==> src/rtl/tssr_pkg.sv <==
`default_nettype none
package tssr_pkg;

  // Store geometry.
  localparam int unsigned NT_DEPTH     = 1024;
  localparam int unsigned PAT_DEPTH    = 8192;
  localparam int unsigned SPRITE_COUNT = 64;
  localparam int unsigned GROUPS       = 32;
  localparam int unsigned VISIBLE_LINES = 240;
  localparam int unsigned TILE_ROWS    = 30;

  localparam int unsigned NT_AW  = $clog2(NT_DEPTH);
  localparam int unsigned PAT_AW = $clog2(PAT_DEPTH);
  localparam int unsigned SPR_IW = $clog2(SPRITE_COUNT);
  localparam int unsigned GRP_W  = $clog2(GROUPS);

  localparam logic [NT_AW-1:0] ATTR_BASE = 10'h3C0;
  localparam logic [7:0] TALL_MASK = 8'hFE;
  // Sprites whose top line reaches this value are never drawn.
  localparam logic [8:0] SPR_Y_LIMIT = 9'(VISIBLE_LINES);

  // Queue depths; both must be powers of two so the pointers wrap naturally.
  localparam int unsigned IQ_DEPTH = 4;
  localparam int unsigned IQ_AW    = $clog2(IQ_DEPTH);
  localparam int unsigned OQ_DEPTH = 4;
  localparam int unsigned OQ_AW    = $clog2(OQ_DEPTH);
  localparam int unsigned OQ_CW    = OQ_AW + 1;

  typedef enum logic [1:0] {
    OP_NT_WR  = 2'd0,
    OP_PAT_WR = 2'd1,
    OP_SPR_WR = 2'd2,
    OP_RENDER = 2'd3
  } op_e;

  typedef enum logic [2:0] {
    CFG_BG_ENABLE    = 3'd0,
    CFG_SPR_ENABLE   = 3'd1,
    CFG_TALL_SPRITES = 3'd2,
    CFG_SCROLL_X     = 3'd3,
    CFG_SCROLL_Y     = 3'd4,
    CFG_BG_TABLE     = 3'd5,
    CFG_SPR_TABLE    = 3'd6
  } cfg_idx_e;

  typedef enum logic [3:0] {
    ST_IDLE,
    ST_BG_NT,
    ST_BG_PAT,
    ST_BG_WR,
    ST_SPR_RD,
    ST_SPR_EVAL,
    ST_SPR_G0,
    ST_SPR_G1,
    ST_EMIT
  } state_e;

  typedef struct packed {
    op_e         op;
    logic [12:0] addr;
    logic [7:0]  data;
    logic [7:0]  line;
  } item_t;

  typedef struct packed {
    logic  valid;
    logic  render;
    item_t item;
  } iq_head_t;

  typedef struct packed {
    logic [31:0]      pixels;
    logic [GRP_W-1:0] group;
    logic             last;
  } word_t;

  typedef struct packed {
    logic       bg_enable;
    logic       spr_enable;
    logic       tall_sprites;
    logic [7:0] scroll_x;
    logic [7:0] scroll_y;
    logic       bg_table;
    logic       spr_table;
  } cfg_t;

endpackage
`default_nettype wire

==> src/rtl/tssr_outq.sv <==
`default_nettype none
module tssr_outq (
  input  logic                       clk_i,
  input  logic                       rst_ni,
  input  logic                       push_i,
  input  tssr_pkg::word_t            word_i,
  output logic [tssr_pkg::OQ_CW-1:0] count_o,
  output logic                       empty,
  input  logic                       pop,
  output tssr_pkg::word_t            word_o
);
  import tssr_pkg::*;

  word_t            mem_q [OQ_DEPTH];
  logic [OQ_AW-1:0] wr_ptr_q, wr_ptr_d, rd_ptr_q, rd_ptr_d;
  logic [OQ_CW-1:0] cnt_q, cnt_d;
  logic             push_ok, pop_ok;

  assign empty   = (cnt_q == '0);
  assign count_o = cnt_q;
  assign word_o  = mem_q[rd_ptr_q];
  assign push_ok = push_i && (cnt_q != OQ_CW'(OQ_DEPTH));
  assign pop_ok  = pop && !empty;

  always_comb begin
    wr_ptr_d = push_ok ? wr_ptr_q + 1'b1 : wr_ptr_q;
    rd_ptr_d = pop_ok ? rd_ptr_q + 1'b1 : rd_ptr_q;
    unique case ({push_ok, pop_ok})
      2'b10:   cnt_d = cnt_q + 1'b1;
      2'b01:   cnt_d = cnt_q - 1'b1;
      default: cnt_d = cnt_q;
    endcase
  end

  always_ff @(posedge clk_i or negedge rst_ni) begin
    if (!rst_ni) begin
      wr_ptr_q <= '0;
      rd_ptr_q <= '0;
      cnt_q    <= '0;
    end else begin
      wr_ptr_q <= wr_ptr_d;
      rd_ptr_q <= rd_ptr_d;
      cnt_q    <= cnt_d;
    end
  end

  always_ff @(posedge clk_i) begin
    if (push_ok) begin
      mem_q[wr_ptr_q] <= word_i;
    end
  end

endmodule
`default_nettype wire

==> config.mk <==
export PLATFORM = sky130hd
export DESIGN_NAME = tssr_outq
export DESIGN_NICKNAME = d
export VERILOG_FILES = /design/src/rtl/tssr_pkg.sv /design/src/rtl/tssr_outq.sv
export SDC_FILE = /design/constraint.sdc
export NUM_CORES = 1
export LEC_CHECK = 0
export BUFFER_PORTS_ARGS = -buffer_cell sky130_fd_sc_hd__buf_4
export CAP_MARGIN = 20
export CORE_MARGIN = 2
export CORE_UTILIZATION = 56
export CTS_CLUSTER_SIZE = 12
export DETAILED_ROUTE_END_ITERATION = 16
export PLACE_DENSITY = 0.78
export SLEW_MARGIN = 15
export SYNTH_ARGS = -nofsm -noshare
export SYNTH_HDL_FRONTEND = slang
export SYNTH_SLANG_ARGS = --single-unit
==> constraint.sdc <==
create_clock -name clk_i -period 2.9 [get_ports clk_i]
set_input_delay 0.58 -clock clk_i [delete_from_list [all_inputs] [get_ports clk_i]]
set_output_delay 0.58 -clock clk_i [all_outputs]
set_load 0.02 [all_outputs]
==> results of run 1 <==
kinds of logic (layout without fill, tap and decap cells):
family	after synthesis	in the layout	synth area share, %
AOI/OAI and AO/OA	2	2	0.5039
xor gates and xnor gates	6	6	0.8820
adders and majority gates	6	6	1.386
buffers and inverters	16	130	2.352
DFF	159	159	79.53
muxes	40	40	14.72
and+or+nand+nor	7	7	0.6296
through the flow:
stage                     total power [mW]  cell area, um^2  hold slack (ns)  utilization (%)  cells
final                                8.066             7356           0.2526            71.25    486
after global routing                 8.423             7356           0.2308            71.25    486
after CTS                            8.172             7356           0.2337            71.25    486
after detailed placement             5.998             6761           0.4029            65.50    453
after global placement               5.929             6761           0.3988            65.50    453
after floorplan                      5.050             5959           0.2844                -    236
Yosys cell counts, drive strengths merged:
master,n
xor2,3
nor2,1
nand2,1
buf,9
mux4,38
dfrtp,7
fa,1
mux2,1
and2,4
nor3,1
a31oi,1
o31a,1
edfxtp,152
inv,7
ha,5
mux2i,1
xnor2,3
path summary, 6_finish.rpt:
kind                                           endpoint                    start  slack, ns
worst max-delay path                         word_o[12]  rd_ptr_q[1]$_DFFE_PN0P_       0.35
max in group asynchronous       rd_ptr_q[0]$_DFFE_PN0P_                   rst_ni       2.35
worst min register to register   count_o[0]$_DFFE_PN0P_   count_o[0]$_DFFE_PN0P_       0.57
worst max register to register   count_o[2]$_DFFE_PN0P_   count_o[0]$_DFFE_PN0P_       0.88
worst min-delay path              mem_q[2][4]$_DFFE_PP_                word_i[4]       0.25
min in group asynchronous        count_o[0]$_DFFE_PN0P_                   rst_ni       0.41
metal layers:
metal | global-route usage (%) | part of all wire (%)
met3 | 5.532 | 5.0
met5 | 0 | 0
met4 | 8.905 | 2.2
met1 | 24.89 | 42
met2 | 30.20 | 51
layout make-up:
cell class,count,area [um^2]
Timing Repair Buffer,91,748.2
Clock inverter,14,166.4
Sequential cell,159,4742
Inverter,7,26.28
Multi-Input combinational cell,61,1085
Tap cell,136,170.2
Fill cell,630,2968
Clock buffer,18,417.9
state kept, by name, indices dropped and copies added (netlist names):
name	cells
wr_ptr_q	2
rd_ptr_q	2
mem_q	152
count_o	3
power by group:
part | switching [mW] | leakage [nW] | internal (mW)
sequential | 0.192 | 1.47 | 3.05
combinational | 1.41 | 0.834 | 1.26
clock | 0.850 | 0.281 | 1.31
what timing repair did:
item | in CTS | in global routing
hold buffers | 1 | 0
setup buffers | 0 | 0
endpoints found under the hold margin | 7 | 0
==> impl_metrics.tcl, run 1 <==
set metrics [dict create \
    outcome "complete, no violations" \
    crit_family "flip-flops" \
    yosys_warnings 0 \
    setup_tns_ns 0 \
    syn_to_final_growth_pct 23.43 \
    rsz0062_at_grt "no" \
    finalWorstPathRequiredPeriod_ns 2.553 \
    synthTopCellsByArea "edfxtp_1, mux4_2, dfrtp_1" \
    netlist_instances 236 \
    first_pass_iters 4 \
    final_nets 385 \
    die-area_um2 11480 \
    synth_top_area_share_pct 76.59 \
    crit_type "reg2out" \
    start_kind "register" \
    layout-drive-gt1-share_pct 47.14 \
    clk_pin_slew_worst_paths_ns 0.07 \
    tightest_slew_ns 0.4961 \
    finalCritPeriodShare_pct 88.04 \
    p_leak_nw 2.586 \
    path_cells "buf_12, mux4_2, buf_4" \
    power_density_nw_per_um2 1097 \
    yosysSeqAreaShare_pct 79.53 \
    io_buffer_count 83 \
    die_w_um 107.2 \
    die_h_um 107.2 \
    drt_wl_total_mm 9.921 \
    yosysTopAreaCell "edfxtp_1" \
    fmax_ghz 0.3917 \
    ys_seq_elements 159 \
    htreeDepth 4 \
    finalMaxSlewViolations 0 \
    hold_violations 0 \
    r2r_cells 9 \
    cp.required_ns 2.32 \
    worstSkewPairLatency_ns 0.52 \
    wire_per_inst_um 20.41 \
    cp.depth 3 \
    cts-root-buf "clkbuf_8" \
    cts_buffers 17 \
    cap_violations 0 \
    drcViolationCount 0 \
    syn_area_per_cell_um2 25.25 \
    grt_pass1_vias 2806 \
    grt-ovfl-total 0 \
    cp_max_fo 22 \
    dp_slack_ns 0.8163 \
    num_vias 2666 \
    fin_worst_skew_ns 0.007327 \
    whs_path_depth 1 \
    cts_tree "built" \
    path_buf_inv 2 \
    start_util_pct 57.73 \
    ant_nets 0 \
    ys_types 20 \
    cts.sinks 159 \
    irDropWorstVdd_mv 0.6221 \
    gp_congestion 0.7238 \
    cpMaxStageDelayCell "dfrtp_2" \
    postLayoutSetupSlackWorst_ns 0.3469 \
    final_common_cell "edfxtp_1" \
    track_usage_pct 19.14 \
    grt_max_degree 41 \
    synth_area_um2 5959 \
    antenna_found_initial 0 \
    cp_slowest_stage_delay_ns 0.68 \
    synth_fp_nets 284 \
    grt_pass1_wl_mm 15.48 \
    cts_buffer_depth 2 \
    slew-limit-headroom_pct 66.92 \
    diodes 0 \
    arrival_ns 1.97 \
    via_per_inst 5.486 \
    ios 84 \
    fp.coreArea_um2 10320 \
    most-common-layout-cells "edfxtp_1, buf_4, mux4_2, clkbuf_16, inv_1" \
    setup.worst_path.end_class "primary output" \
    setup_violations 0 \
    hp-class "in2reg" \
    dp_hpwl_mm 6.033 \
    drt-initial-drc-count 188 \
    cts_resized 0 \
    rows 37 \
]
(Power assumes the default switching activity.)
==> run 2, diff against run 1 <==
==> constraint.sdc (replaced) <==
create_clock -name clk_i -period 2.9 [get_ports clk_i]
set_input_delay 0.725 -clock clk_i [delete_from_list [all_inputs] [get_ports clk_i]]
set_output_delay 0.725 -clock clk_i [all_outputs]
set_load 0.02 [all_outputs]
==> run 2 against run 1 <==
Clock skew is 0.0020 ns higher. Die area unchanged. Global-route usage rose by 0.59 points. Core utilization shrank 0.34 points. First-iteration DRC count down 10%. Largest cell class unchanged. Largest power group unchanged.
==> impl_metrics.tcl, run 2 (same netlist as run 1, synthesis figures left out) <==
set metrics [dict create \
    outcome "complete, no violations" \
    slew-limit-headroom_pct 71.62 \
    fin_cells 487 \
    largest_register "mem_q" \
    cp_max_fo 40 \
    via_per_inst 5.571 \
    arrival_ns 1.98 \
    finalWorstPathRequiredPeriod_ns 2.706 \
    p_total_mw 8.019 \
    busiest_layer "met2" \
    rows 37 \
    start_kind "register" \
    htreeDepth 4 \
    wire_per_inst_um 21.10 \
    gp_congestion 0.7266 \
    layout-drive-gt1-share_pct 47.29 \
    antenna_found_initial 0 \
    finalMaxSlewViolations 0 \
    setup.worst_path.end_class "primary output" \
    hold_violations 0 \
    final_nets 388 \
    cpMaxStageDelayCell "mux4_2" \
    place_inst 456 \
    dp_slack_ns 0.6698 \
    drt-initial-drc-count 169 \
    ctsHoldBuffers 1 \
    cap_violations 0 \
    postLayoutSetupSlackWorst_ns 0.1939 \
    diodes 0 \
    syn_to_final_growth_pct 22.84 \
    finalCritPeriodShare_pct 93.31 \
    cts-root-buf "clkbuf_8" \
    largest_register_ffs 152 \
    worstSkewPairLatency_ns 0.53 \
    cts_setup_buffers 0 \
    grt_pass1_wl_mm 15.95 \
    ios 84 \
    cp.required_ns 2.17 \
    fp.coreArea_um2 10320 \
    setup_violations 0 \
    drt_wl_total_mm 10.28 \
    die_w_um 107.2 \
    rsz0062_at_grt "no" \
    cp_slowest_stage_delay_ns 0.58 \
    use_met2_pct 33.63 \
    grtUsageMet1_pct 23.74 \
    fin_worst_skew_ns 0.009329 \
    setup_tns_ns 0 \
    dp_hpwl_mm 6.223 \
    fill_cells 625 \
    start_util_pct 57.73 \
    drcViolationCount 0 \
    track_usage_pct 19.73 \
    cts_buffer_depth 2 \
    first_pass_iters 6 \
    use_met3_pct 5.532 \
    grt_pass1_vias 2990 \
    irDropWorstVdd_mv 0.6468 \
    cts_tree "built" \
    most-common-layout-cells "edfxtp_1, buf_4, mux4_2, clkbuf_16, inv_1" \
    die_h_um 107.2 \
    hp-class "in2reg" \
    path_cells "buf_12, mux4_2, buf_4" \
    io_buffer_count 83 \
    final_common_cell "edfxtp_1" \
    cts.sinks 159 \
    clk_pin_slew_worst_paths_ns 0.06 \
    grt_max_degree 41 \
    ant_nets 0 \
    fmax_ghz 0.3695 \
    crit_type "reg2out" \
    die-area_um2 11480 \
    p_leak_nw 2.586 \
    num_vias 2713 \
    grt-ovfl-total 0 \
    tightest_slew_ns 0.4258 \
    power_density_nw_per_um2 1095 \
    cts_resized 0 \
    final_util_pct 70.91 \
    cts_buffers 17 \
]
==> run 2: cell types whose count changed in the layout (fill, tap and decap cells not counted), sizes merged <==
cell,change
clkinv,-1
clkbuf,+1
clkinvlp,-1
buf,+3
inv,-1
==> run 2: worst max-delay path: cells and delay by family (launching register included) <==
family / cells / cell delay, ns
flops: 1 / 0.37
mux: 1 / 0.58
buf+inv: 2 / 0.50
==> run 2: layout make-up <==
| type | instances | area (um^2) | share of cell area (%) |
|---|---|---|---|
| well taps | 136 | 170.2 | 2.324 |
| clock inverters | 11 | 142.6 | 1.948 |
| flip-flops and latches | 159 | 4742 | 64.78 |
| repair buffers | 94 | 733.2 | 10.02 |
| inverters | 7 | 26.28 | 0.3589 |
| multi-input cells | 61 | 1085 | 14.82 |
| clock buffers | 19 | 421.7 | 5.760 |
==> run 2: worst paths after layout <==
| kind | start | end | slack [ns] | depth (start not counted) |
|---|---|---|---|---|
| setup / recovery | rd_ptr_q[0]$_DFFE_PN0P_ | word_o[21] | 0.19 | 3 |
| hold / removal | word_i[32] | mem_q[2][32]$_DFFE_PP_ | 0.40 | 1 |
| setup reg to reg | count_o[0]$_DFFE_PN0P_ | count_o[2]$_DFFE_PN0P_ | 0.92 | 9 |
| hold reg to reg | count_o[0]$_DFFE_PN0P_ | count_o[0]$_DFFE_PN0P_ | 0.58 | 1 |
| max in group asynchronous | rst_ni | rd_ptr_q[0]$_DFFE_PN0P_ | 2.22 | 2 |
| min in group asynchronous | rst_ni | count_o[1]$_DFFE_PN0P_ | 0.55 | 2 |
==> run 2: per-layer routing <==
layer / up-vias / routed length (um)
li1: 1192 / -
met1: 1425 / 3953
met2: 82 / 5636
met3: 14 / 507
met4: 0 / 177
met5: - / 0
==> run 2: stage by stage <==
step | area [um^2] | hold slack (ns)
floorplan | 5959 | 0.4294
global placement | 6746 | 0.5305
detailed placement | 6746 | 0.5436
CTS | 7321 | 0.3750
global route | 7321 | 0.3763
finish | 7321 | 0.3970
==> run 2: power by group <==
group,switching (mW),internal (mW),total (mW)
combinational,1.47,1.24,2.71
clock,0.819,1.30,2.12
sequential,0.143,3.05,3.19
total,2.43,5.59,8.02
