<file path="src/rtl/tssr_pkg.sv">
`default_nettype none
package tssr_pkg;

  // Store geometry.
  localparam int unsigned NT_DEPTH     = 1024;
  localparam int unsigned PAT_DEPTH    = 8192;
  localparam int unsigned SPRITE_COUNT = 64;
  localparam int unsigned GROUPS       = 32;
  localparam int unsigned VISIBLE_LINES = 240;
  localparam int unsigned TILE_ROWS    = 30;

  localparam int unsigned NT_AW  = $clog2(NT_DEPTH);
  localparam int unsigned PAT_AW = $clog2(PAT_DEPTH);
  localparam int unsigned SPR_IW = $clog2(SPRITE_COUNT);
  localparam int unsigned GRP_W  = $clog2(GROUPS);

  localparam logic [NT_AW-1:0] ATTR_BASE = 10'h3C0;
  localparam logic [7:0] TALL_MASK = 8'hFE;
  // Sprites whose top line reaches this value are never drawn.
  localparam logic [8:0] SPR_Y_LIMIT = 9'(VISIBLE_LINES);

  // Queue depths; both must be powers of two so the pointers wrap naturally.
  localparam int unsigned IQ_DEPTH = 4;
  localparam int unsigned IQ_AW    = $clog2(IQ_DEPTH);
  localparam int unsigned OQ_DEPTH = 4;
  localparam int unsigned OQ_AW    = $clog2(OQ_DEPTH);
  localparam int unsigned OQ_CW    = OQ_AW + 1;

  typedef enum logic [1:0] {
    OP_NT_WR  = 2'd0,
    OP_PAT_WR = 2'd1,
    OP_SPR_WR = 2'd2,
    OP_RENDER = 2'd3
  } op_e;

  typedef enum logic [2:0] {
    CFG_BG_ENABLE    = 3'd0,
    CFG_SPR_ENABLE   = 3'd1,
    CFG_TALL_SPRITES = 3'd2,
    CFG_SCROLL_X     = 3'd3,
    CFG_SCROLL_Y     = 3'd4,
    CFG_BG_TABLE     = 3'd5,
    CFG_SPR_TABLE    = 3'd6
  } cfg_idx_e;

  typedef enum logic [3:0] {
    ST_IDLE,
    ST_BG_NT,
    ST_BG_PAT,
    ST_BG_WR,
    ST_SPR_RD,
    ST_SPR_EVAL,
    ST_SPR_G0,
    ST_SPR_G1,
    ST_EMIT
  } state_e;

  typedef struct packed {
    op_e         op;
    logic [12:0] addr;
    logic [7:0]  data;
    logic [7:0]  line;
  } item_t;

  typedef struct packed {
    logic  valid;
    logic  render;
    item_t item;
  } iq_head_t;

  typedef struct packed {
    logic [31:0]      pixels;
    logic [GRP_W-1:0] group;
    logic             last;
  } word_t;

  typedef struct packed {
    logic       bg_enable;
    logic       spr_enable;
    logic       tall_sprites;
    logic [7:0] scroll_x;
    logic [7:0] scroll_y;
    logic       bg_table;
    logic       spr_table;
  } cfg_t;

endpackage
`default_nettype wire

</file>
<file path="src/rtl/tssr_front.sv">
`default_nettype none
module tssr_front (
  input  logic               clk_i,
  input  logic               rst_ni,
  input  logic               push,
  output logic               full,
  input  tssr_pkg::item_t    item_i,
  output tssr_pkg::iq_head_t head_o,
  input  logic               pop_i
);
  import tssr_pkg::*;

  item_t            mem_q [IQ_DEPTH];
  logic [IQ_AW-1:0] wr_ptr_q, wr_ptr_d, rd_ptr_q, rd_ptr_d;
  logic [IQ_AW:0]   cnt_q, cnt_d;
  logic             push_ok, pop_ok;

  assign full    = (cnt_q == (IQ_AW + 1)'(IQ_DEPTH));
  assign push_ok = push && !full;
  assign pop_ok  = pop_i && (cnt_q != '0);

  // The head is classified here so the back end can tell a render item by one bit.
  assign head_o.valid  = (cnt_q != '0);
  assign head_o.item   = mem_q[rd_ptr_q];
  assign head_o.render = (mem_q[rd_ptr_q].op == OP_RENDER);

  always_comb begin
    wr_ptr_d = push_ok ? wr_ptr_q + 1'b1 : wr_ptr_q;
    rd_ptr_d = pop_ok ? rd_ptr_q + 1'b1 : rd_ptr_q;
    unique case ({push_ok, pop_ok})
      2'b10:   cnt_d = cnt_q + 1'b1;
      2'b01:   cnt_d = cnt_q - 1'b1;
      default: cnt_d = cnt_q;
    endcase
  end

  always_ff @(posedge clk_i or negedge rst_ni) begin
    if (!rst_ni) begin
      wr_ptr_q <= '0;
      rd_ptr_q <= '0;
      cnt_q    <= '0;
    end else begin
      wr_ptr_q <= wr_ptr_d;
      rd_ptr_q <= rd_ptr_d;
      cnt_q    <= cnt_d;
    end
  end

  always_ff @(posedge clk_i) begin
    if (push_ok) begin
      mem_q[wr_ptr_q] <= item_i;
    end
  end

endmodule
`default_nettype wire

</file>
<file path="config.mk">
export PLATFORM = sky130hd
export DESIGN_NAME = tssr_front
export DESIGN_NICKNAME = d
export VERILOG_FILES = /design/src/rtl/tssr_pkg.sv /design/src/rtl/tssr_front.sv
export SDC_FILE = /design/constraint.sdc
export NUM_CORES = 1
export LEC_CHECK = 0
export ABC_AREA = 1
export BUFFER_PORTS_ARGS = -buffer_cell sky130_fd_sc_hd__buf_2
export CORE_ASPECT_RATIO = 1.25
export CORE_MARGIN = 5
export CORE_UTILIZATION = 35
export DETAILED_ROUTE_END_ITERATION = 10
export SETUP_SLACK_MARGIN = 0.05
export SLEW_MARGIN = 40
export SYNTH_ARGS = -nofsm -noshare
export SYNTH_HDL_FRONTEND = slang
export SYNTH_SLANG_ARGS = --single-unit
</file>
<file path="constraint.sdc">
create_clock -name clk_i -period 6.3 [get_ports clk_i]
set_input_delay 0.315 -clock clk_i [delete_from_list [all_inputs] [get_ports clk_i]]
set_output_delay 0.315 -clock clk_i [all_outputs]
set_load 0.1 [all_outputs]
</file>
==> results by group, run 1 <==
STA
  – Endpoints failing setup: 0
  – Final worst-path cycle share: 46.03%
  – Final hold violations: 0
  – Least-Margin Pin Slew: 0.7614 ns
  – Slew HR: 49.24%
  – Worst hold slack: 0.1220 ns
  – Final Critical Period: 2.900 ns
  – Fmax: 0.3449 GHz
  – RSZ-0062 raised after global routing: false
  – Clock Skew: 0.01085 ns
  – Max-slew violation count: 0
  – Setup TNS: 0 ns

Finish
  – Sequential cell area: 3901 um^2
  – Antenna Diode Count: 0
  – Layout cells sized above 1: 25.73%
  – Area Overhead vs Synth: 21.26%
  – Nets: 542
  – # fillers: 1377
  – Multi-input logic area: 1159 um^2

Placement
  – GPL Wtd Cong: 0.7053
  – Hpwl dp: 6719 um
  – IO Port Bufs: 68

Detailed routing
  – DRC violations left: 0
  – DRT Wirelength: 10480 um
  – First-pass detailed-route iteration total: 4
  – Vias: 3229
  – Drt first-iter violations: 168
  – WL/cell: 14.53 um
  – Via/cell ratio: 4.479
  – Final ANT Viol Nets: 0

Logic synthesis
  – Avg Synthesized Cell Area: 12.67 um^2
  – Synth Net Count: 467
  – YS warnings: 0
  – Post-Syn Instances: 426
  – Synth cell types: 21
  – Mapped Area: 5398 um^2
  – Synth Register Bits: 131
  – Sequential area share after synthesis: 72.23%

Die
  – Initial Util: 35.80%
  – Io pins: 69
  – Core footprint: 15080 um^2
  – Die Area: 18020 um^2
  – Row cnt: 50
  – Die Ht: 148.8 um
  – Die Width: 121.1 um

Global routing
  – Largest net degree at the start of global routing: 93
  – Total GRT Usage: 12.04%
  – GR Overflow Total: 0
  – Initial antenna violation count: 2
  – Vias in the first global route: 3190
  – Global-route wire length before repair: 16390 um

Hold path
  – Hold crit path type: in -> reg
  – Hold Startpoint: item_i[30]
  – Hold depth: 1

Run status
  – Outcome: finished, final reports clean

Critical path
  – Critical path class: reg -> out
  – CP required: 5.98 ns
  – R2r setup slk: 4.13 ns
  – Startpoint types: flop
  – Cell depth of the worst flop-to-flop path: 10
  – Worst reg2reg path startpoint: cnt_q[1]
  – CP arrival: 2.58 ns
  – Critical Path Sink Type: output port
  – Worst Setup SP: rd_ptr_q[0]
  – Worst-path fanout max: 92

CTS
  – Clk root buf: clkbuf_16
  – Clock-pin slew on the worst setup and hold paths: 0.06 ns
  – Clock buffer depth: 2
  – CTS tree: built
  – H-tree lvl count: 4
  – Post-CTS Resized: 0
  – Clock latency on the worst-skew pair: 0.40 ns
  – Clock sinks: 131
  – CTS buffer count: 17

Job
  – Max Cap Viol: 0
## worst max-delay path, cell delays in order (launching register included)
cell	delay (ns)
dfrtp_2	0.68
inv_6	0.67
nor2_2	0.04
nor2_1	0.10
o21ai_1	0.07
nand2_1	0.11
buf_2	0.44
## sequential cells by signal, summed over array words and instances (netlist names)
name and count:
rd_ptr_q 2, cnt_q 3, wr_ptr_q 2, mem_q 124
## final timing paths
kind / to
worst max-delay path: head_o[8]
worst min-delay path: mem_q[0][30]
worst max register to register: cnt_q[2]
worst min register to register: cnt_q[0]
max in group asynchronous: rd_ptr_q[1]
min in group asynchronous: wr_ptr_q[0]
## area by class of cell
class | count | share of cell area (%)
flip-flops and latches | 131 | 59.61
inverters | 48 | 2.829
clock inverters | 11 | 1.376
clock buffers | 20 | 6.672
repair buffers | 77 | 7.838
well taps | 208 | 3.976
multi-input cells | 226 | 17.70
## routing by layer
| layer | track usage (%) | part of all wire (%) | up-vias |
|---|---|---|---|
| met5 | 0 | 0.13 | - |
| met3 | 4.514 | 6.1 | 11 |
| met1 | 13.68 | 42 | 1542 |
| met2 | 20.64 | 51 | 63 |
| li1 | - | - | 1609 |
| met4 | 4.422 | 1.0 | 4 |
## logic make-up (layout without fill, tap and decap cells)
| kind of cell | after synthesis | count (layout) | synth area share, % |
|---|---|---|---|
| simple gates | 160 | 160 | 12.40 |
| flops | 131 | 131 | 72.23 |
| buf+inv | 69 | 156 | 6.861 |
| compound gates | 59 | 59 | 6.815 |
| fa+ha+maj | 6 | 6 | 1.530 |
| xor+xnor | 1 | 1 | 0.1623 |
## synthesized netlist by cell type
cell type,count,share of area (%)
nand2_1,85,5.9
buf_2,5,0.46
buf_6,7,1.5
buf_8,2,0.56
inv_4,1,0.12
fa_1,1,0.37
xnor2_1,1,0.16
ha_1,5,1.2
inv_1,47,3.3
nand4_1,1,0.12
buf_12,1,0.37
o21ai_1,20,1.9
buf_4,3,0.42
o21ai_0,10,0.93
nor2_2,21,2.4
nor2_1,42,2.9
dfrtp_1,7,3.2
o211ai_1,29,4.0
nand3_1,11,1.0
clkbuf_1,3,0.21
edfxtp_1,124,69
## metrics by stage
step                worst slack (ns)  area, um^2  instances  utilization, %
floorplan                      3.778        5398        426               -
global placement               3.639        5851        682           38.81
detailed placement             3.781        6008        689           39.85
CTS                            3.350        6545        721           43.41
global route                   3.142        6545        721           43.41
finish                         3.400        6545        721           43.41
## cells in the final DEF, fill, tap and decap left out, drive strengths merged
cell	count
buf	76
bufinv	1
clkbuf	20
clkinv	6
clkinvlp	4
dfrtp	7
dlygate4sd3	1
edfxtp	124
fa	1
ha	5
inv	48
nand2	85
nand3	11
nand4	1
nor2	63
o211ai	29
o21ai	30
xnor2	1
## what timing repair did
action	CTS	global route
hold buffers	1	0
setup buffers	0	0
endpoints found under the hold margin	7	0
Power of run 1 is left out: the tool's default activity adds up to more than one toggle a clock period on the data nets, which glitch-free logic cannot reach.
==> inputs of run 2 (changes only) <==
--- a/config.mk
+++ b/config.mk
@@ -5,7 +5,7 @@
 export SDC_FILE = /design/constraint.sdc
 export NUM_CORES = 1
 export LEC_CHECK = 0
-export ABC_AREA = 1
+export ABC_AREA = 0
 export BUFFER_PORTS_ARGS = -buffer_cell sky130_fd_sc_hd__buf_2
 export CORE_ASPECT_RATIO = 1.25
 export CORE_MARGIN = 5
==> constraint.sdc (replaced) <==
create_clock -name clk_i -period 2.45 [get_ports clk_i]
set_input_delay 0.1225 -clock clk_i [delete_from_list [all_inputs] [get_ports clk_i]]
set_output_delay 0.1225 -clock clk_i [all_outputs]
set_load 0.1 [all_outputs]
==> results by group, run 2 <==
Critical path
  – CP arrival: 2.18 ns (was 2.58 ns)
  – Cell depth of the worst flop-to-flop path: 9 (was 10)
  – Startpoint types: flop (unchanged)
  – CP Buf/Inv Count: 2 (unchanged)
  – R2r setup slk: 0.52 ns (was 4.13 ns)
  – Critical path class: reg -> out (unchanged)
  – CP required: 2.33 ns (was 5.98 ns)
  – Critical path's slowest cell: dfrtp_2 (unchanged)
  – Stages on worst setup path: 4 (was 6)
  – Critical Path Sink Type: output port (unchanged)
  – CP max stage delay: 0.57 ns (was 0.68 ns)
  – Setup crit end: head_o[31] (was head_o[8])
  – Worst flop-to-flop path endpoint: cnt_q[2] (unchanged)
  – Worst-path fanout max: 15 (was 92)
  – Crit path cell chain: buf_12 > mux4_2 > and2_1 > buf_2 (was inv_6 > nor2_2 > nor2_1 > o21ai_1 > nand2_1 > buf_2)
  – Top delay family on crit path: flip-flops (was buffers and inverters)
  – Worst Setup SP: rd_ptr_q[0] (unchanged)
  – Worst reg2reg path startpoint: cnt_q[0] (was cnt_q[1])

STA
  – Slew HR: 58.77% (was 49.24%)
  – Final setup margin: 0.1455 ns (was 3.400 ns)
  – Least-Margin Pin Slew: 0.6185 ns (was 0.7614 ns)
  – Final worst-path cycle share: 94.06%
  – Final Critical Period: 2.304 ns
  – Endpoints failing setup: 0 (unchanged)
  – Max-slew violation count: 0 (unchanged)
  – Clock Skew: 0.009137 ns (was 0.01085 ns)
  – Worst hold slack: 0.08046 ns (was 0.1220 ns)
  – RSZ-0062 raised after global routing: false (unchanged)
  – Final hold violations: 0 (unchanged)
  – Fmax: 0.4339 GHz

Finish
  – Number of flip-flops in the largest register: 124 (unchanged)
  – # fillers: 1211 (was 1377)
  – Nets: 360 (was 542)
  – Area Overhead vs Synth: 30.56% (was 21.26%)
  – Most common cell after layout, fill and taps aside: edfxtp_1 (unchanged)
  – Regs by FF count: mem_q x124, cnt_q x3 (unchanged)
  – Antenna Diode Count: 0 (unchanged)
  – Largest Register: mem_q (unchanged)
  – Post-Route Utilization: 46.00% (was 43.41%)
  – Layout cells sized above 1: 35.35% (was 25.73%)
  – Most frequent cells in the layout: edfxtp_1, buf_2, dlygate4sd3_1, mux4_1, clkbuf_16 (was edfxtp_1, nand2_1, buf_2, inv_1, nor2_1)

Logic synthesis
  – Sequential area share after synthesis: 77.80% (was 72.23%)
  – Synth cell types: 21 (unchanged)
  – YS warnings: 0 (unchanged)
  – Synth cell count leaders: edfxtp_1, mux4_1, dfrtp_1, inv_1 (was edfxtp_1, nand2_1, inv_1, nor2_1, o211ai_1)
  – Most numerous cell in the Yosys netlist: edfxtp_1 (unchanged)
  – Synth Net Count: 241 (was 467)
  – Synth area leaders: edfxtp_1, mux4_1, dfrtp_1 (was edfxtp_1, nand2_1, o211ai_1)
  – FFs w/ async S/R, synth: 5.344% (unchanged)
  – Synth top area share: 74.31% (was 68.98%)
  – Main synth FF type: edfxtp_1 (unchanged)
  – Mapped Area: 5011 um^2 (was 5398 um^2)
  – Post-synth top area cell: edfxtp_1 (unchanged)
  – EDFF count, synth: 124 (unchanged)
  – Synth Register Bits: 131 (unchanged)
  – Avg Synthesized Cell Area: 25.06 um^2 (was 12.67 um^2)
  – Post-Syn Instances: 200 (was 426)

Placement
  – Hpwl dp: 5854 um (was 6719 um)
  – IO Port Bufs: 68 (unchanged)
  – Pre-CTS setup slack: 0.5217 ns (was 3.781 ns)
  – GPL Wtd Cong: 0.7065 (was 0.7053)

Global routing
  – Largest net degree at the start of global routing: 25 (was 93)
  – Global-route wire length before repair: 14460 um (was 16390 um)
  – Total GRT Usage: 11.85% (was 12.04%)
  – Initial antenna violation count: 0 (was 2)
  – M1 GR Usage: 14.47% (was 13.68%)
  – Vias in the first global route: 2645 (was 3190)
  – Layer with the highest usage: met2 (unchanged)
  – Met3 Use GR: 4.254% (was 4.514%)
  – GR Overflow Total: 0 (unchanged)
  – GR Layer Usage met2: 19.18% (was 20.64%)

Detailed routing
  – Vias: 2392 (was 3229)
  – DRT Wirelength: 9197 um (was 10480 um)
  – Via/cell ratio: 4.699 (was 4.479)
  – DRC violations left: 0 (unchanged)
  – WL/cell: 18.07 um (was 14.53 um)
  – First-pass detailed-route iteration total: 4 (unchanged)
  – Final ANT Viol Nets: 0 (unchanged)
  – Drt first-iter violations: 121 (was 168)

Die
  – Io pins: 69 (unchanged)
  – Core footprint: 14220 um^2 (was 15080 um^2)
  – Die Width: 117.0 um (was 121.1 um)
  – Die Area: 16830 um^2 (was 18020 um^2)
  – Die Ht: 143.8 um (was 148.8 um)
  – Initial Util: 35.23% (was 35.80%)
  – Row cnt: 49 (was 50)

CTS
  – H-tree lvl count: 4 (unchanged)
  – Clock-pin slew on the worst setup and hold paths: 0.06 ns (about the same)
  – Clock sinks: 131 (unchanged)
  – Clock latency on the worst-skew pair: 0.40 ns (about the same)
  – Post-CTS setup repair buffer count: 0 (unchanged)
  – CTS buffer count: 17 (unchanged)
  – Clk root buf: clkbuf_16 (unchanged)
  – Clock buffer depth: 2 (unchanged)
  – CTS tree: built (unchanged)

Run status
  – Outcome: finished, final reports clean (unchanged)

Hold path
  – Hold crit path type: in -> async (was in -> reg)

Job
  – Max Cap Viol: 0 (unchanged)
run 2: cell types whose count changed after synthesis, sizes merged, moves of 11 or more:
| cell | previous run | this run |
|---|---|---|
| nand3 | 11 | 0 |
| nand2 | 85 | 1 |
| inv | 48 | 6 |
| mux4 | 0 | 31 |
| o21ai | 30 | 0 |
| nor2 | 63 | 1 |
| o211ai | 29 | 0 |
| buf | 18 | 6 |
run 2: layout make-up:
cell class / count / area, um^2 / area share (%)
Clock buffer: 19 / 432.9 / 6.617
Multi-Input combinational cell: 56 / 1047 / 16.01
Timing Repair Buffer: 107 / 775.7 / 11.86
Inverter: 6 / 22.52 / 0.3442
Clock inverter: 12 / 140.1 / 2.142
Tap cell: 178 / 222.7 / 3.404
Sequential cell: 131 / 3901 / 59.63
run 2: worst min-delay path by stage:
stage               endpoint  slack (ns)  startpoint  cells after the start
finish              cnt_q[0]        0.08      rst_ni                      2
global route        cnt_q[2]        0.08      rst_ni                      2
CTS                 cnt_q[0]        0.07      rst_ni                      2
detailed placement  cnt_q[0]       -0.02      rst_ni                      1
global placement    cnt_q[0]       -0.03      rst_ni                      1
floorplan           cnt_q[0]       -0.17      rst_ni                      0
run 2: layer usage:
metal | wire length [um] | up-vias | share of wire [%]
met3 | 546 | 11 | 5.9
met2 | 4577 | 58 | 50
met1 | 3947 | 1227 | 43
met4 | 126 | 0 | 1.4
met5 | 0 | - | 0
li1 | - | 1096 | -
run 2: cell families (layout without fill, tap and decap cells):
kind of cell | after synthesis | in the layout | share of synthesized area (%)
adders and majority gates | 6 | 6 | 1.648
DFF | 131 | 131 | 77.80
xor gates and xnor gates | 6 | 6 | 1.049
and+or+nand+nor | 10 | 10 | 1.323
AOI/OAI and AO/OA | 1 | 1 | 0.1748
muxes | 33 | 33 | 16.38
buffers and inverters | 13 | 144 | 1.623
run 2: per-stage QoR:
step	cells	setup TNS [ns]	instance area, um^2
after global routing	509	0	6543
after floorplan	200	-0.1546	5027
after CTS	509	0	6543
final	509	0	6543
after global placement	446	0	5649
after detailed placement	446	0	5649
run 2: timing repair:
action / 4_1_cts / 5_1_grt
resized for setup: 0 / 0
hold endpoints to repair: 131 / 0
hold buffers: 32 / 0
Power of run 2 is left out for the same reason.
==> inputs of run 3 (changes only) <==
--- a/config.mk
+++ b/config.mk
@@ -11,6 +11,7 @@
 export CORE_MARGIN = 5
 export CORE_UTILIZATION = 35
 export DETAILED_ROUTE_END_ITERATION = 10
+export RECOVER_POWER = 25
 export SETUP_SLACK_MARGIN = 0.05
 export SLEW_MARGIN = 40
 export SYNTH_ARGS = -nofsm -noshare
==> results by group, run 3 (same netlist as run 2, synthesis figures left out) <==
Finish
  – Regs by FF count: mem_q x124, cnt_q x3 (unchanged)
  – Area Overhead vs Synth: 30.09% (was 30.56%)
  – # fillers: 1215 (was 1211)
  – Largest Register: mem_q (unchanged)
  – Cell area after layout: 6519 um^2 (was 6543 um^2)
  – Final std cells w/o fill: 509 (unchanged)
  – Antenna Diode Count: 0 (unchanged)
  – Layout cells sized above 1: 29.61% (was 35.35%)
  – Most frequent cells in the layout: edfxtp_1, buf_2, dlygate4sd3_1, mux4_1, clkbuf_1 (was edfxtp_1, buf_2, dlygate4sd3_1, mux4_1, clkbuf_16)
  – Number of flip-flops in the largest register: 124 (unchanged)
  – Multi-input logic area: 1047 um^2 (unchanged)
  – Most common cell after layout, fill and taps aside: edfxtp_1 (unchanged)
  – Nets: 360 (unchanged)
  – Sequential cell area: 3901 um^2 (unchanged)

CTS
  – Post-CTS Resized: 0 (unchanged)
  – CTS hold repair buffers: 32 (unchanged)
  – Clock buffer depth: 2 (unchanged)
  – Clock-pin slew on the worst setup and hold paths: 0.05 ns (was 0.06 ns)
  – CTS buffer count: 17 (unchanged)
  – Post-CTS setup repair buffer count: 0 (unchanged)
  – Clock sinks: 131 (unchanged)
  – Clock latency on the worst-skew pair: 0.40 ns (about the same)
  – Clk root buf: clkbuf_16 (unchanged)
  – CTS tree: built (unchanged)
  – H-tree lvl count: 4 (unchanged)

STA
  – Clock Skew: 0.009857 ns (was 0.009137 ns)
  – Final hold violations: 0 (unchanged)
  – Endpoints failing setup: 0 (unchanged)
  – Fmax: 0.4337 GHz (was 0.4339 GHz)
  – Max-slew violation count: 0 (unchanged)
  – Final worst-path cycle share: 94.11% (was 94.06%)
  – Final Critical Period: 2.306 ns (was 2.304 ns)
  – RSZ-0062 raised after global routing: false (unchanged)
  – Slew HR: 59.06% (was 58.77%)
  – Least-Margin Pin Slew: 0.6141 ns (was 0.6185 ns)
  – Worst hold slack: 0.1521 ns (was 0.08046 ns)

Die
  – Row cnt: 49 (unchanged)
  – Initial Util: 35.23% (unchanged)
  – Io pins: 69 (unchanged)
  – Die Width: 117.0 um (unchanged)
  – Die Area: 16830 um^2 (unchanged)
  – Core footprint: 14220 um^2 (unchanged)
  – Die Ht: 143.8 um (unchanged)

Global routing
  – Vias in the first global route: 2645 (unchanged)
  – Total GRT Usage: 11.85% (unchanged)
  – Largest net degree at the start of global routing: 25 (unchanged)
  – Initial antenna violation count: 0 (unchanged)
  – GR Overflow Total: 0 (unchanged)
  – Global-route wire length before repair: 14460 um (unchanged)

Detailed routing
  – WL/cell: 18.03 um (was 18.07 um)
  – DRT Wirelength: 9176 um (was 9197 um)
  – Vias: 2382 (was 2392)
  – First-pass detailed-route iteration total: 4 (unchanged)
  – DRC violations left: 0 (unchanged)
  – Via/cell ratio: 4.680 (was 4.699)
  – Drt first-iter violations: 121 (unchanged)
  – Final ANT Viol Nets: 0 (unchanged)

Critical path
  – Critical path class: reg -> out (unchanged)
  – Setup crit end: head_o[31] (unchanged)
  – R2r setup slk: 0.52 ns (about the same)
  – Worst-path fanout max: 15 (unchanged)
  – Cell depth of the worst flop-to-flop path: 9 (unchanged)
  – Startpoint types: flop (unchanged)
  – CP arrival: 2.18 ns (about the same)
  – Critical Path Sink Type: output port (unchanged)
  – Worst Setup SP: rd_ptr_q[0] (unchanged)
  – CP required: 2.33 ns (about the same)
  – Worst flop-to-flop path endpoint: cnt_q[2] (unchanged)
  – Worst reg2reg path startpoint: cnt_q[1] (was cnt_q[0])

Placement
  – IO Port Bufs: 68 (unchanged)
  – GPL Wtd Cong: 0.7065 (unchanged)
  – Hpwl dp: 5854 um (unchanged)
  – Placed cells: 446 (unchanged)
  – Placement Cell Area: 5649 um^2 (unchanged)

Job
  – Max Cap Viol: 0 (unchanged)

Hold path
  – Hold crit path type: in -> reg (was in -> async)
  – Hold Startpoint: pop_i

Run status
  – Outcome: finished, final reports clean (unchanged)
-- run 3: metal layers --
layer	vias up	global-route usage (%)	share of wire, %
met3	9	4.254	6.0
met2	57	19.18	50
li1	1095	-	-
met5	-	0	0
met4	0	4.710	1.2
met1	1221	14.47	43
-- run 3: final cells by class --
class / instances / share of cell area (%)
clock buffers: 19 / 6.641
clock inverters: 12 / 2.150
inverters: 6 / 0.3455
multi-input cells: 56 / 16.07
flip-flops and latches: 131 / 59.85
well taps: 178 / 3.417
repair buffers: 107 / 11.54
-- run 3: worst max-delay path: stages, from the launching register on --
cell and delay (ns):
dfrtp_2 0.57, buf_12 0.22, mux4_2 0.53, and2_1 0.17, buf_2 0.29
-- run 3: how the worst min path moves through the flow --
stage	to	slack, ns	cells after the start
5_1_grt	rd_ptr_q[0]	0.15	3
4_1_cts	cnt_q[0]	0.07	2
3_5_place_dp	cnt_q[0]	-0.02	1
3_3_place_gp	cnt_q[0]	-0.03	1
2_1_floorplan	cnt_q[0]	-0.17	0
6_report	rd_ptr_q[0]	0.15	3
-- run 3: metrics by stage --
step	worst slack [ns]	utilization [%]	TNS [ns]
floorplan	-0.1318	-	-0.1546
global placement	0.5475	39.72	0
detailed placement	0.5217	39.72	0
CTS	0.1044	46.00	0
global route	0.08039	45.83	0
finish	0.1442	45.83	0
Power of run 3 is left out for the same reason.
